`src/sv/sspr_pkg.sv`:
```
`timescale 1ns / 1ps
// ----------------------------------------------------------------------------
// sspr_pkg
// Types, codes and CRC-16 helpers shared by the status packet receiver.
// ----------------------------------------------------------------------------
package sspr_pkg;

   // Header bytes
   localparam logic [7:0] SYNC_BYTE   = 8'hFF;
   localparam logic [7:0] MARK_BYTE   = 8'hFD;
   localparam logic [7:0] RSVD_BYTE   = 8'h00;
   localparam logic [7:0] STATUS_BYTE = 8'h55;

   // Framing constants
   localparam int unsigned HDR_BYTES    = 8;
   localparam int unsigned LEN_OVERHEAD = 7;
   localparam int unsigned MIN_TOTAL    = 10;
   localparam int unsigned MAX_ID       = 16;

   localparam logic [15:0] CRC_POLY = 16'h8005;

   // Verdict codes
   localparam logic [2:0] VERDICT_RECORDED  = 3'd0;
   localparam logic [2:0] VERDICT_BAD_ID    = 3'd1;
   localparam logic [2:0] VERDICT_CRC_ERR   = 3'd2;
   localparam logic [2:0] VERDICT_TOO_LONG  = 3'd3;
   localparam logic [2:0] VERDICT_TOO_SHORT = 3'd4;

   // Token kinds passed from the front end to the back end
   typedef enum logic [1:0] {
      TOK_START  = 2'd0,
      TOK_BODY   = 2'd1,
      TOK_REJECT = 2'd2
   } tok_kind_type;

   typedef struct packed {
      tok_kind_type kind;
      logic [7:0]   data;     // body byte, or length high byte on start
      logic         crc_en;   // body byte goes into the CRC
      logic         last;     // body byte closes the packet
      logic [7:0]   id;
      logic [2:0]   verdict;  // reject only
      logic [16:0]  total;
      logic [15:0]  crc;      // CRC over the header on start
   } tok_type;

   typedef struct packed {
      logic [7:0]  servo_id;
      logic [2:0]  verdict;
      logic [16:0] packet_length;
      logic [15:0] presence_mask;
      logic [15:0] received_crc;
      logic [15:0] computed_crc;
   } res_type;

   // One table entry of the MSB-first CRC-16
   function automatic logic [15:0] crc_byte_term(input logic [7:0] idx);
      logic [15:0] c;
      c = {idx, 8'h00};
      for (int k = 0; k < 8; k++) begin
         c = c[15] ? ({c[14:0], 1'b0} ^ CRC_POLY) : {c[14:0], 1'b0};
      end
      return c;
   endfunction

   // Advance the CRC by one byte
   function automatic logic [15:0] crc_step(input logic [15:0] c, input logic [7:0] b);
      return {c[7:0], 8'h00} ^ crc_byte_term(c[15:8] ^ b);
   endfunction

   // CRC after the fixed first four header bytes
   localparam logic [15:0] HDR_PREFIX_CRC =
      crc_step(crc_step(crc_step(crc_step(16'h0000, SYNC_BYTE), SYNC_BYTE),
                        MARK_BYTE), RSVD_BYTE);

endpackage

```
`src/sv/servo_status_packet_receiver_core.sv`:
```
`timescale 1ns / 1ps
// ----------------------------------------------------------------------------
// servo_status_packet_receiver_core
// Status packet deframer with CRC-16 check and servo presence mask.
// ----------------------------------------------------------------------------
// Takes one received byte per cycle while full is low and gives one result
// per finished or rejected packet. The front end shifts each byte into the
// header window (or tags it as a packet byte) in the cycle of its transfer,
// a two-entry queue carries the tag to the back end, which does one CRC
// table step per CRC-covered byte, and the result lands in a two-entry
// output queue, from which it shows on the rsp_ ports. full rises only when
// both queues back up behind a stalled pop. Header CRC is built up one table
// step per byte while the header is still arriving. No clearing pass is
// needed after reset.
// ----------------------------------------------------------------------------
module servo_status_packet_receiver_core #(
   parameter int BUF_BYTES = 64
) (
   input  logic        clock,
   input  logic        reset,
   input  logic        push,
   output logic        full,
   input  logic [7:0]  req_rx_byte,
   output logic        empty,
   input  logic        pop,
   output logic [7:0]  rsp_servo_id,
   output logic [2:0]  rsp_verdict,
   output logic [16:0] rsp_packet_length,
   output logic [15:0] rsp_presence_mask,
   output logic [15:0] rsp_received_crc,
   output logic [15:0] rsp_computed_crc
);

   localparam int TOK_W = $bits(sspr_pkg::tok_type);
   localparam int RES_W = $bits(sspr_pkg::res_type);

   sspr_pkg::tok_type tok_in, tok_out;
   sspr_pkg::res_type res_in, res_out;
   logic              tok_push, tok_full, tok_empty, tok_pop;
   logic              res_push, res_full;
   logic              byte_xfer;

   assign byte_xfer = push && !full;
   assign full      = tok_full;

   // front end: header hunt and byte tagging
   sspr_front #(
      .BUF_BYTES (BUF_BYTES)
   ) u_front (
      .clock    (clock),
      .reset    (reset),
      .in_valid (byte_xfer),
      .in_byte  (req_rx_byte),
      .tok_push (tok_push),
      .tok      (tok_in)
   );

   // queue between front and back
   sspr_fifo #(
      .WIDTH (TOK_W),
      .DEPTH (2)
   ) u_tok_q (
      .clock (clock),
      .reset (reset),
      .push  (tok_push),
      .full  (tok_full),
      .din   (tok_in),
      .pop   (tok_pop),
      .empty (tok_empty),
      .dout  (tok_out)
   );

   // back end: CRC, verdict and presence mask
   sspr_back u_back (
      .clock     (clock),
      .reset     (reset),
      .tok_valid (!tok_empty),
      .tok       (tok_out),
      .tok_pop   (tok_pop),
      .res_full  (res_full),
      .res_push  (res_push),
      .res       (res_in)
   );

   // result queue
   sspr_fifo #(
      .WIDTH (RES_W),
      .DEPTH (2)
   ) u_res_q (
      .clock (clock),
      .reset (reset),
      .push  (res_push),
      .full  (res_full),
      .din   (res_in),
      .pop   (pop),
      .empty (empty),
      .dout  (res_out)
   );

   assign rsp_servo_id      = res_out.servo_id;
   assign rsp_verdict       = res_out.verdict;
   assign rsp_packet_length = res_out.packet_length;
   assign rsp_presence_mask = res_out.presence_mask;
   assign rsp_received_crc  = res_out.received_crc;
   assign rsp_computed_crc  = res_out.computed_crc;

endmodule

```
`src/sv/sspr_fifo.sv`:
```
`timescale 1ns / 1ps
// ----------------------------------------------------------------------------
// sspr_fifo
// Small register queue with push/full and pop/empty sides.
// ----------------------------------------------------------------------------
module sspr_fifo #(
   parameter int WIDTH = 8,
   parameter int DEPTH = 2
) (
   input  logic             clock,
   input  logic             reset,
   input  logic             push,
   output logic             full,
   input  logic [WIDTH-1:0] din,
   input  logic             pop,
   output logic             empty,
   output logic [WIDTH-1:0] dout
);

   localparam int PTR_W = (DEPTH > 1) ? $clog2(DEPTH) : 1;
   localparam int CNT_W = $clog2(DEPTH + 1);

   logic [WIDTH-1:0] mem_ff [DEPTH];
   logic [PTR_W-1:0] wr_ptr_ff, wr_ptr_in;
   logic [PTR_W-1:0] rd_ptr_ff, rd_ptr_in;
   logic [CNT_W-1:0] count_ff, count_in;
   logic             do_push, do_pop;

   assign full    = (count_ff == CNT_W'(DEPTH));
   assign empty   = (count_ff == '0);
   assign dout    = mem_ff[rd_ptr_ff];
   assign do_push = push && !full;
   assign do_pop  = pop && !empty;

   // pointer and count updates
   always_comb begin
      wr_ptr_in = wr_ptr_ff;
      rd_ptr_in = rd_ptr_ff;
      count_in  = count_ff;
      if (do_push) begin
         wr_ptr_in = (wr_ptr_ff == PTR_W'(DEPTH - 1)) ? '0 : wr_ptr_ff + 1'b1;
      end
      if (do_pop) begin
         rd_ptr_in = (rd_ptr_ff == PTR_W'(DEPTH - 1)) ? '0 : rd_ptr_ff + 1'b1;
      end
      if (do_push && !do_pop) begin
         count_in = count_ff + 1'b1;
      end else if (do_pop && !do_push) begin
         count_in = count_ff - 1'b1;
      end
   end

   always_ff @(posedge clock) begin
      if (reset) begin
         wr_ptr_ff <= '0;
         rd_ptr_ff <= '0;
         count_ff  <= '0;
      end else begin
         wr_ptr_ff <= wr_ptr_in;
         rd_ptr_ff <= rd_ptr_in;
         count_ff  <= count_in;
      end
   end

   // storage
   always_ff @(posedge clock) begin
      if (do_push) begin
         mem_ff[wr_ptr_ff] <= din;
      end
   end

endmodule

```
`src/sv/sspr_front.sv`:
```
`timescale 1ns / 1ps
// ----------------------------------------------------------------------------
// sspr_front
// Header hunt and byte classification. Slides an eight-byte window, spots a
// status header, checks its length and tags each packet byte for the back end.
// ----------------------------------------------------------------------------
module sspr_front #(
   parameter int BUF_BYTES = 64
) (
   input  logic             clock,
   input  logic             reset,
   input  logic             in_valid,   // byte transfer this cycle
   input  logic [7:0]       in_byte,
   output logic             tok_push,
   output sspr_pkg::tok_type tok
);

   localparam int CNT_W = $clog2(BUF_BYTES + 1);

   // newest seven bytes; the compare looks at the window one byte ahead
   logic [7:0]       win_ff [1:7];
   logic [3:0]       fill_ff, fill_in;
   logic             in_pkt_ff, in_pkt_in;
   logic [CNT_W-1:0] seen_ff, seen_in;
   logic [CNT_W-1:0] total_ff, total_in;
   logic [15:0]      p1_ff, p2_ff, p3_ff;   // partial header CRCs

   logic [CNT_W-1:0] seen_next;
   logic             hdr_match;
   logic [16:0]      hdr_total;
   logic [15:0]      hdr_crc;

   assign seen_next = seen_ff + 1'b1;
   assign hdr_total = {1'b0, win_ff[7], win_ff[6]} + 17'(sspr_pkg::LEN_OVERHEAD);
   assign hdr_crc   = sspr_pkg::crc_step(p3_ff, in_byte);

   // header compare on the window as it will be after this byte
   assign hdr_match = (fill_in == 4'(sspr_pkg::HDR_BYTES))
                   && (win_ff[1] == sspr_pkg::SYNC_BYTE)
                   && (win_ff[2] == sspr_pkg::SYNC_BYTE)
                   && (win_ff[3] == sspr_pkg::MARK_BYTE)
                   && (win_ff[4] == sspr_pkg::RSVD_BYTE)
                   && (in_byte   == sspr_pkg::STATUS_BYTE);

   assign fill_in = (fill_ff < 4'(sspr_pkg::HDR_BYTES)) ? fill_ff + 1'b1 : fill_ff;

   // classification
   always_comb begin
      in_pkt_in   = in_pkt_ff;
      seen_in     = seen_ff;
      total_in    = total_ff;
      tok_push    = 1'b0;
      tok.kind    = sspr_pkg::TOK_BODY;
      tok.data    = in_byte;
      tok.crc_en  = ({1'b0, seen_ff} + (CNT_W + 1)'(2)) < {1'b0, total_ff};
      tok.last    = (seen_next >= total_ff);
      tok.id      = win_ff[5];
      tok.verdict = sspr_pkg::VERDICT_RECORDED;
      tok.total   = hdr_total;
      tok.crc     = hdr_crc;
      if (in_valid) begin
         if (in_pkt_ff) begin
            tok_push = 1'b1;
            seen_in  = seen_next;
            if (tok.last) begin
               in_pkt_in = 1'b0;
            end
         end else if (hdr_match) begin
            tok_push = 1'b1;
            tok.data = win_ff[7];
            if (hdr_total < 17'(sspr_pkg::MIN_TOTAL)) begin
               tok.kind    = sspr_pkg::TOK_REJECT;
               tok.verdict = sspr_pkg::VERDICT_TOO_SHORT;
            end else if (hdr_total > 17'(BUF_BYTES)) begin
               tok.kind    = sspr_pkg::TOK_REJECT;
               tok.verdict = sspr_pkg::VERDICT_TOO_LONG;
            end else begin
               tok.kind  = sspr_pkg::TOK_START;
               in_pkt_in = 1'b1;
               seen_in   = CNT_W'(sspr_pkg::HDR_BYTES);
               total_in  = hdr_total[CNT_W-1:0];
            end
         end
      end
   end

   // control state
   always_ff @(posedge clock) begin
      if (reset) begin
         fill_ff   <= '0;
         in_pkt_ff <= 1'b0;
         seen_ff   <= '0;
         total_ff  <= '0;
      end else begin
         in_pkt_ff <= in_pkt_in;
         seen_ff   <= seen_in;
         total_ff  <= total_in;
         if (in_valid) begin
            if (in_pkt_ff || hdr_match) begin
               fill_ff <= '0;
            end else begin
               fill_ff <= fill_in;
            end
         end
      end
   end

   // window shift and partial header CRC line
   always_ff @(posedge clock) begin
      if (in_valid && !in_pkt_ff) begin
         for (int k = 1; k < 7; k++) begin
            win_ff[k] <= win_ff[k+1];
         end
         win_ff[7] <= in_byte;
         p1_ff     <= sspr_pkg::crc_step(sspr_pkg::HDR_PREFIX_CRC, in_byte);
         p2_ff     <= sspr_pkg::crc_step(p1_ff, in_byte);
         p3_ff     <= sspr_pkg::crc_step(p2_ff, in_byte);
      end
   end

`ifndef NO_ASSERTIONS
   a_seen_below_total: assert property (@(posedge clock) disable iff (reset)
      in_pkt_ff |-> (seen_ff < total_ff))
      else $error("byte count reached packet total inside a packet");

   a_total_in_range: assert property (@(posedge clock) disable iff (reset)
      in_pkt_ff |-> (total_ff >= CNT_W'(sspr_pkg::MIN_TOTAL)))
      else $error("packet in progress with a total below the minimum");

   a_start_from_hunt: assert property (@(posedge clock) disable iff (reset)
      (tok_push && tok.kind == sspr_pkg::TOK_START) |-> !in_pkt_ff ##1 in_pkt_ff)
      else $error("packet start not taken from hunt mode");
`endif

endmodule

```
`src/sv/sspr_back.sv`:
```
`timescale 1ns / 1ps
// ----------------------------------------------------------------------------
// sspr_back
// Packet execution. Runs the CRC over body bytes, checks the trailing CRC,
// keeps the presence mask and builds one result per finished or rejected packet.
// ----------------------------------------------------------------------------
module sspr_back (
   input  logic              clock,
   input  logic              reset,
   input  logic              tok_valid,
   input  sspr_pkg::tok_type tok,
   output logic              tok_pop,
   input  logic              res_full,
   output logic              res_push,
   output sspr_pkg::res_type res
);

   logic [15:0] crc_ff, crc_in;
   logic [7:0]  last0_ff, last0_in;
   logic [7:0]  last1_ff, last1_in;
   logic [7:0]  id_ff, id_in;
   logic [16:0] total_ff, total_in;
   logic [15:0] mask_ff, mask_in;

   logic [15:0] rcrc;
   logic        id_ok;
   logic [3:0]  id_bit;

   assign tok_pop = tok_valid && !res_full;
   assign rcrc    = {tok.data, last1_ff};
   assign id_ok   = (id_ff >= 8'd1) && (id_ff <= 8'(sspr_pkg::MAX_ID));
   assign id_bit  = id_ff[3:0] - 4'd1;

   // token execution
   always_comb begin
      crc_in   = crc_ff;
      last0_in = last0_ff;
      last1_in = last1_ff;
      id_in    = id_ff;
      total_in = total_ff;
      mask_in  = mask_ff;
      res_push = 1'b0;
      res.servo_id      = id_ff;
      res.verdict       = sspr_pkg::VERDICT_RECORDED;
      res.packet_length = total_ff;
      res.presence_mask = mask_ff;
      res.received_crc  = rcrc;
      res.computed_crc  = crc_ff;
      if (tok_pop) begin
         case (tok.kind)
            sspr_pkg::TOK_START: begin
               crc_in   = tok.crc;
               last0_in = tok.data;
               last1_in = sspr_pkg::STATUS_BYTE;
               id_in    = tok.id;
               total_in = tok.total;
            end
            sspr_pkg::TOK_BODY: begin
               if (tok.crc_en) begin
                  crc_in = sspr_pkg::crc_step(crc_ff, tok.data);
               end
               last0_in = last1_ff;
               last1_in = tok.data;
               if (tok.last) begin
                  res_push = 1'b1;
                  if (rcrc != crc_ff) begin
                     res.verdict = sspr_pkg::VERDICT_CRC_ERR;
                  end else if (!id_ok) begin
                     res.verdict = sspr_pkg::VERDICT_BAD_ID;
                  end else begin
                     mask_in = mask_ff | (16'd1 << id_bit);
                  end
                  res.presence_mask = mask_in;
               end
            end
            sspr_pkg::TOK_REJECT: begin
               res_push          = 1'b1;
               res.servo_id      = tok.id;
               res.verdict       = tok.verdict;
               res.packet_length = tok.total;
               res.received_crc  = '0;
               res.computed_crc  = '0;
            end
            default: begin
            end
         endcase
      end
   end

   always_ff @(posedge clock) begin
      if (reset) begin
         mask_ff <= '0;
      end else begin
         mask_ff <= mask_in;
      end
   end

   always_ff @(posedge clock) begin
      crc_ff   <= crc_in;
      last0_ff <= last0_in;
      last1_ff <= last1_in;
      id_ff    <= id_in;
      total_ff <= total_in;
   end

`ifndef NO_ASSERTIONS
   a_recorded_id: assert property (@(posedge clock) disable iff (reset)
      (res_push && res.verdict == sspr_pkg::VERDICT_RECORDED)
         |-> (res.servo_id >= 8'd1 && res.servo_id <= 8'(sspr_pkg::MAX_ID)
              && res.received_crc == res.computed_crc))
      else $error("recorded verdict without a valid id and matching crc");

   a_mask_sticky: assert property (@(posedge clock) disable iff (reset)
      !reset |=> (($past(mask_ff) & ~mask_ff) == 16'd0))
      else $error("presence mask lost a bit");

   a_reject_zero_crc: assert property (@(posedge clock) disable iff (reset)
      (res_push && (res.verdict == sspr_pkg::VERDICT_TOO_LONG
                    || res.verdict == sspr_pkg::VERDICT_TOO_SHORT))
         |-> (res.received_crc == 16'd0 && res.computed_crc == 16'd0))
      else $error("length reject carries nonzero crc fields");
`endif

endmodule
```
`config.mk`:
```
export PLATFORM = sky130hd
export DESIGN_NAME = servo_status_packet_receiver_core
export DESIGN_NICKNAME = d
export VERILOG_FILES = /design/src/sv/sspr_pkg.sv /design/src/sv/servo_status_packet_receiver_core.sv /design/src/sv/sspr_fifo.sv /design/src/sv/sspr_front.sv /design/src/sv/sspr_back.sv
export SDC_FILE = /design/constraint.sdc
export NUM_CORES = 1
export LEC_CHECK = 0
export BUFFER_PORTS_ARGS = -buffer_cell sky130_fd_sc_hd__clkbuf_2
export CAP_MARGIN = 20
export CELL_PAD_IN_SITES_DETAIL_PLACEMENT = 0
export CELL_PAD_IN_SITES_GLOBAL_PLACEMENT = 2
export CORE_UTILIZATION = 49
export CTS_BUF_LIST = sky130_fd_sc_hd__clkbuf_4 sky130_fd_sc_hd__clkbuf_8 sky130_fd_sc_hd__clkbuf_16
export DETAILED_ROUTE_END_ITERATION = 7
export HOLD_SLACK_MARGIN = 0.02
export PLACE_DENSITY_LB_ADDON = 0.15
export SYNTH_ARGS = -nofsm -noshare
export SYNTH_HDL_FRONTEND = slang
export SYNTH_SLANG_ARGS = --single-unit
```
`constraint.sdc`:
```
create_clock -name clock -period 18.8 [get_ports clock]
set_input_delay 0 -clock clock [delete_from_list [all_inputs] [get_ports clock]]
set_output_delay 0 -clock clock [all_outputs]
set_load 0.02 [all_outputs]
```
==> summary.txt, run 1 <==
Run status
  – Status: finished, final reports clean

Floorplan
  – # rows: 71
  – Initial Util: 0.497
  – Die width: 197 µm
  – Die H: 197 µm
  – Die area: 0.0389 mm²
  – Ports: 90
  – Core area: 0.0376 mm²

Clocking
  – CTS Buf Count: 46
  – Post-CTS Resized: 0
  – Post-CTS Setup Inserts: 0
  – Sink Count: 452
  – Root Driver: clkbuf_16
  – Worst skew pair latency: 0.58 ns
  – CTS H-Tree Depth: 2
  – Clock buffer depth: 3
  – Clock Pin Slew Worst Setup and Hold Paths: 0.06 ns
  – CTS tree: built

Synthesis
  – Mean post-synth cell area: 15.6 µm²
  – Yosys cell types: 63
  – EDFF count, synth: 407
  – Synth Instances: 1197
  – Synthesis-stage register bit count: 452
  – Fraction of registers with async set/reset: 0
  – Synth Net Count: 1243
  – Cell area after synthesis: 0.0187 mm²
  – Register area share after synthesis: 0.702
  – Synth Warn #: 0
  – Post-synth top flop: edfxtp_1

STA
  – Worst Clk Skew: 0.0256 ns
  – Final Critical Period: 3.74 ns
  – Worst hold margin: 0.305 ns
  – Worst Max-Slew Pin Slew: 1.07 ns
  – Rel. slew slack: 0.286
  – Fin Setup TNS: 0 ns
  – Fin. max-slew vios: 0
  – Final critical-path share of the clock period: 0.199
  – Peak Freq: 267 MHz
  – RSZ-0062 raised after global routing: no
  – Fin. Hold Viols: 0
  – Final setup violation count: 0

Pwr
  – Part of the power in combinational logic: 0.217
  – Sequential power share: 0.473
  – Power Dens Cells: 138 mW/mm²
  – Tot Pwr: 2.96 mW
  – Clock power share: 0.310
  – Sw Ratio: 0.281
  – P_int: 2.12 mW
  – Worst vdd ir: 85.8 µV
  – Sw power: 0.830 mW
  – Leak: 7.44 nW

Routing
  – Initial DRC Count: 563
  – Routed via count: 9628
  – Wire per inst: 19.2 µm
  – DRT Wirelength: 35800 µm
  – DR pass1 iterations: 5
  – Drc violations: 0
  – ANT nets after route: 0
  – Vias per cell: 5.16

GRT
  – Initial antenna violation count: 0
  – Vias in the first global route: 9591
  – First-pass GRT wire length: 55600 µm
  – Grt ovf: 0
  – GRT Util Overall: 0.191
  – Largest net degree at the start of global routing: 83

Place
  – Final HPWL DP: 23700 µm
  – Gpl congestion: 0.809
  – Port-buffer cells: 89

Hold path
  – Hold Path End: u_front.win_ff[0][59]
  – Hold Crit Start: req_rx_byte[3]
  – Worst min path class: input pin to flip-flop
  – Worst Hold Path Cells: 2

Critical path
  – FF-to-FF End: u_res_q.mem_ff[1][49]
  – Crit path required time: 19.04 ns
  – Worst R2R Path Depth: 9
  – Crit path DAT: 3.99 ns
  – Crit path kind: flip-flop to flip-flop
  – R2R Setup Slk: 15.06 ns
  – Crit. End Element: flip-flop
  – Worst-path maximum fanout: 58
  – CP Launch Type: flip-flop

Layout
  – Layout area overhead: 14.6%
  – Layout cells sized above 1: 0.240
  – Post-layout util: 0.570
  – Fillers: 3002
  – Most common cell after layout, fill and taps aside: edfxtp_1
  – Most frequent cells in the layout: edfxtp_1, mux2_2, clkbuf_2
  – N_diodes: 0
  – Footprint of the multi-input gates: 0.00528 mm²
  – Nets: 1365
  – Seq. cell area: 0.0131 mm²

Run
  – Total of max-cap violations: 0
cells in the mapped netlist, types with 4 or more instances:
cell type,n,area [µm²]
o21ai_0,30,150
buf_1,11,41.3
o31ai_1,12,90.1
clkbuf_1,25,93.8
nor2b_1,11,68.8
xor2_1,54,473
nand3_1,8,40.0
and2_1,44,275
a21o_1,12,90.1
ha_1,34,425
nand4_1,17,106
mux2_2,126,1420
nor4_1,7,43.8
dfxtp_1,45,901
o21a_1,7,52.6
inv_1,44,165
mux2i_1,29,290
nand2_1,58,218
nor2_1,44,165
edfxtp_1,407,12200
o21bai_1,4,30.0
and3_1,6,37.5
xnor2_1,70,613
a211oi_1,5,37.5
nor3_1,14,70.1
a21oi_1,21,105
worst max-delay path by stage:
stage | end
floorplan | u_res_q.mem_ff[0][0]
global placement | u_res_q.mem_ff[1][10]
detailed placement | u_res_q.mem_ff[1][10]
CTS | u_res_q.mem_ff[1][12]
global route | u_res_q.mem_ff[1][59]
finish | u_res_q.mem_ff[1][49]
metal layers:
metal / GRT usage / routed length [µm] / vias to the layer above
met2: 0.290 / 16300 / 169
met4: 0.0511 / 645 / 0
li1: - / - / 4691
met1: 0.282 / 17200 / 4721
met3: 0.0352 / 1690 / 47
met5: 0 / 0 / -
metrics by stage:
step	worst slack, ns	instances	area (µm²)
after global placement	14.95	1769	19700
after floorplan	10.50	1197	18700
after global routing	14.65	1867	21400
after detailed placement	14.89	1769	19700
after CTS	14.87	1866	21400
final	15.06	1867	21400
critical path, cell delays in order (launching register included):
cell,delay [ns]
dfxtp_2,0.31
buf_4,0.65
mux2i_1,0.37
ha_1,0.20
buf_4,0.38
nor2b_1,0.28
nor2_1,0.10
nor2_1,0.20
and2_4,0.56
buf_12,0.31
timing repair:
item	in CTS	in global routing
setup endpoints to repair	0	0
endpoints found under the hold margin	57	0
hold buffers	12	0
kinds of logic (layout without fill, tap and decap cells):
logic type,Yosys count,count (layout),synth area share
flip-flops,452,452,0.702
AO/OA/AOI/OAI,107,107,0.0365
XOR/XNOR,125,125,0.0593
multiplexers,156,156,0.0923
buffers and inverters,84,243,0.0174
AND/OR/NAND/NOR,239,239,0.0696
adder cells (fa/ha/maj),34,34,0.0228
power groups by stage:
stage | Sequential, mW | Combinational [mW] | Clock, mW
after detailed placement | 1.42 | 0.645 | 0
after floorplan | 1.39 | 0.493 | 0
after global routing | 1.41 | 0.708 | 0.975
after global placement | 1.42 | 0.638 | 0
final | 1.40 | 0.640 | 0.916
after CTS | 1.40 | 0.651 | 0.939
flip-flops by register name, indices dropped and copies added (netlist names), 8 cells and up, named ones only:
signal           count
u_front.p1_ff       11
u_back.mask_ff      16
u_back.id_ff         8
u_back.last1_ff      8
u_res_q.mem_ff     152
u_tok_q.mem_ff     110
u_back.crc_ff       16
u_front.p3_ff       16
u_front.win_ff      55
u_front.p2_ff       14
u_back.total_ff     17
final cells by class:
type,count,area share
Clock buffer,61,0.0604
Clock inverter,24,0.0112
Inverter,45,0.00789
Multi-Input combinational cell,661,0.246
Sequential cell,452,0.613
Tap cell,511,0.0299
Timing Repair Buffer,113,0.0312
No activity file was read; power rests on OpenSTA's default activity.
==> inputs of run 2 (changes only) <==
--- a/config.mk
+++ b/config.mk
@@ -9,7 +9,7 @@
 export CAP_MARGIN = 20
 export CELL_PAD_IN_SITES_DETAIL_PLACEMENT = 0
 export CELL_PAD_IN_SITES_GLOBAL_PLACEMENT = 2
-export CORE_UTILIZATION = 49
+export CORE_UTILIZATION = 45
 export CTS_BUF_LIST = sky130_fd_sc_hd__clkbuf_4 sky130_fd_sc_hd__clkbuf_8 sky130_fd_sc_hd__clkbuf_16
 export DETAILED_ROUTE_END_ITERATION = 7
 export HOLD_SLACK_MARGIN = 0.02
==> constraint.sdc (replaced) <==
create_clock -name clock -period 3.76 [get_ports clock]
set_input_delay 0 -clock clock [delete_from_list [all_inputs] [get_ports clock]]
set_output_delay 0 -clock clock [all_outputs]
set_load 0.02 [all_outputs]
==> run 2 against run 1 <==
Against the previous run: worst setup slack got worse by 15 ns; largest cell class unchanged; clock skew decreased by 0.0057 ns; highest routed layer is now met5; register-to-register slack lost 15 ns; final cell count up 2.1%.
==> summary.txt, run 2 (synthesis gave the netlist of run 1 again) <==
Run status
  – Status: finished, final reports clean

Floorplan
  – # rows: 74 (+4.2%)
  – Initial Util: 0.457 (-0.0407)
  – Die area: 0.0423 mm² (+8.8%)
  – Core area: 0.0409 mm² (+8.9%)
  – Die H: 206 µm (+4.3%)
  – Ports: 90 (unchanged)
  – Die width: 206 µm (+4.3%)

Pwr
  – Power Dens Cells: 694 mW/mm² (+400%)
  – Worst vdd ir: 448 µV (+420%)
  – Clock power share: 0.321 (+0.011)
  – P_int: 10.9 mW (+410%)
  – Leak: 7.58 nW (+1.9%)
  – Sw power: 4.23 mW (+410%)
  – Sequential power share: 0.462 (-0.011)
  – Sw Ratio: 0.280 (-0.00146)
  – Part of the power in combinational logic: 0.216 (about the same)

Clocking
  – Root Driver: clkbuf_16
  – CTS Buf Count: 47 (+2.2%)
  – Worst skew pair latency: 0.57 ns (about the same)
  – Sink Count: 452 (unchanged)
  – Clock Pin Slew Worst Setup and Hold Paths: 0.06 ns (about the same)
  – Post-CTS Setup Inserts: 0 (unchanged)
  – CTS tree: built
  – CTS H-Tree Depth: 2 (unchanged)
  – Clock buffer depth: 3 (unchanged)
  – Post-CTS Resized: 0 (unchanged)

Place
  – Final HPWL DP: 24200 µm (+2.0%)
  – Port-buffer cells: 89 (unchanged)
  – Dpl ws: 0.478 ns (-14.41 ns)
  – DP Area: 0.0200 mm² (+1.4%)
  – Gpl congestion: 0.806 (-0.37%)

STA
  – Peak Freq: 298 MHz (+12%)
  – RSZ-0062 raised after global routing: no
  – Final critical-path share of the clock period: 0.892 (+0.693)
  – Worst setup margin: 0.406 ns (-14.65 ns)
  – Worst Clk Skew: 0.0199 ns (-0.00567 ns)
  – Worst Max-Slew Pin Slew: 1.04 ns (-0.0324 ns)
  – Worst hold margin: 0.294 ns (-0.0107 ns)
  – Fin. max-slew vios: 0 (unchanged)
  – Rel. slew slack: 0.308 (+0.0216)
  – Fin. Hold Viols: 0 (unchanged)
  – Final Critical Period: 3.35 ns (-0.388 ns)
  – Final setup violation count: 0 (unchanged)

Routing
  – Drc violations: 0 (unchanged)
  – DR pass1 iterations: 5 (unchanged)
  – ANT nets after route: 0 (unchanged)
  – Initial DRC Count: 562 (-0.18%)
  – DRT Wirelength: 36400 µm (+1.6%)
  – Vias per cell: 5.12 (-0.75%)
  – Routed via count: 9761 (+1.4%)
  – Wire per inst: 19.1 µm (-0.54%)

Hold path
  – Hold Path End: u_front.win_ff[0][59]
  – Worst Hold Path Cells: 2 (unchanged)
  – Hold Crit Start: req_rx_byte[3]
  – Worst min path class: input pin to flip-flop

Layout
  – Max reg flops: 152 (unchanged)
  – Footprint of the multi-input gates: 0.00531 mm² (+0.59%)
  – Layout cells sized above 1: 0.256 (+0.0163)
  – Layout area overhead: 16.6%
  – N_diodes: 0 (unchanged)
  – Nets: 1382 (+1.2%)
  – Most common cell after layout, fill and taps aside: edfxtp_1
  – Post-layout util: 0.532 (-0.0375)
  – Top Registers: u_res_q.mem_ff x152, u_tok_q.mem_ff x110, u_front.win_ff x55
  – Biggest register: u_res_q.mem_ff
  – Seq. cell area: 0.0131 mm² (unchanged)
  – Most frequent cells in the layout: edfxtp_1, mux2_2, clkbuf_2
  – Fin area: 0.0218 mm² (+1.7%)
  – Fillers: 3374 (+12%)

Critical path
  – Worst-path maximum fanout: 11 (-81%)
  – Worst R2R Path Depth: 8 (-1)
  – R2R Setup Slk: 0.41 ns (-14.65 ns)
  – Crit. End Element: flip-flop
  – Crit path kind: flip-flop to flip-flop
  – R2R Path Start: u_front.win_ff[0][48]
  – Crit path DAT: 3.65 ns (-0.34 ns)
  – CP Launch Type: flip-flop
  – Crit path required time: 4.05 ns (-14.99 ns)
  – FF-to-FF End: u_tok_q.mem_ff[0][35]

GRT
  – Vias in the first global route: 9685 (+0.98%)
  – GRT Util Overall: 0.177 (-0.0138)
  – Grt ovf: 0 (unchanged)
  – Initial antenna violation count: 1 (+1)
  – Largest net degree at the start of global routing: 79 (-4.8%)
  – First-pass GRT wire length: 56400 µm (+1.5%)

Run
  – Total of max-cap violations: 0 (unchanged)
## run 2: metrics by stage
step | total power, mW | instances | setup TNS [ns]
6_report | 15.1 | 1907 | 0
5_1_grt | 15.8 | 1907 | 0
4_1_cts | 15.3 | 1907 | 0
3_5_place_dp | 10.4 | 1808 | 0
3_3_place_gp | 10.4 | 1808 | 0
2_1_floorplan | 9.40 | 1197 | -99.65
## run 2: routing by layer
layer  up-vias  global-route usage  part of all wire
met3        60              0.0345             0.038
met5         -                   0           0.00036
li1       4719                   -                 -
met2       175               0.262              0.44
met1      4805               0.264              0.50
met4         2              0.0520             0.022
## run 2: worst max-delay path by stage
| stage | start | to | slack [ns] | cells past startpoint |
|---|---|---|---|---|
| 6_report | u_front.win_ff[0][48] | u_tok_q.mem_ff[0][35] | 0.41 | 8 |
| 3_5_place_dp | u_front.win_ff[0][48] | u_front.seen_ff[6] | 0.48 | 9 |
| 2_1_floorplan | u_front.fill_ff[0] | u_tok_q.mem_ff[0][0] | -0.79 | 7 |
| 4_1_cts | u_front.win_ff[0][48] | u_front.seen_ff[6] | 0.47 | 9 |
| 5_1_grt | u_front.win_ff[0][48] | u_tok_q.mem_ff[0][35] | 0.08 | 8 |
| 3_3_place_gp | u_front.win_ff[0][48] | u_front.seen_ff[6] | 0.56 | 9 |
## run 2: cell type report
cell class	instances	area share
tap	532	0.0306
clock buffer	64	0.0629
inverter	45	0.00775
timing repair buffer	129	0.0395
sequential	452	0.603
clock inverter	24	0.0132
multi-input combinational	661	0.244
## run 2: timing repair
action,4_1_cts,5_1_grt
endpoints found under the hold margin,36,0
hold buffers,11,0
endpoints found under the setup margin,0,0
## run 2: critical path: stages, from the launching register on
cell and delay (ns):
edfxtp_1 0.44, inv_1 0.12, ha_1 0.23, nor2b_1 0.20, nor4_1 0.53, nor2b_1 0.19, a21oi_1 0.07, or4_1 0.78
nor4_1 0.52
## run 2: power groups by stage
stage	logic (mW)	registers, mW	clock network, mW
CTS	3.33	7.00	4.98
global route	3.61	7.06	5.17
floorplan	2.52	6.88	0
finish	3.27	6.99	4.86
global placement	3.28	7.09	0
detailed placement	3.30	7.11	0
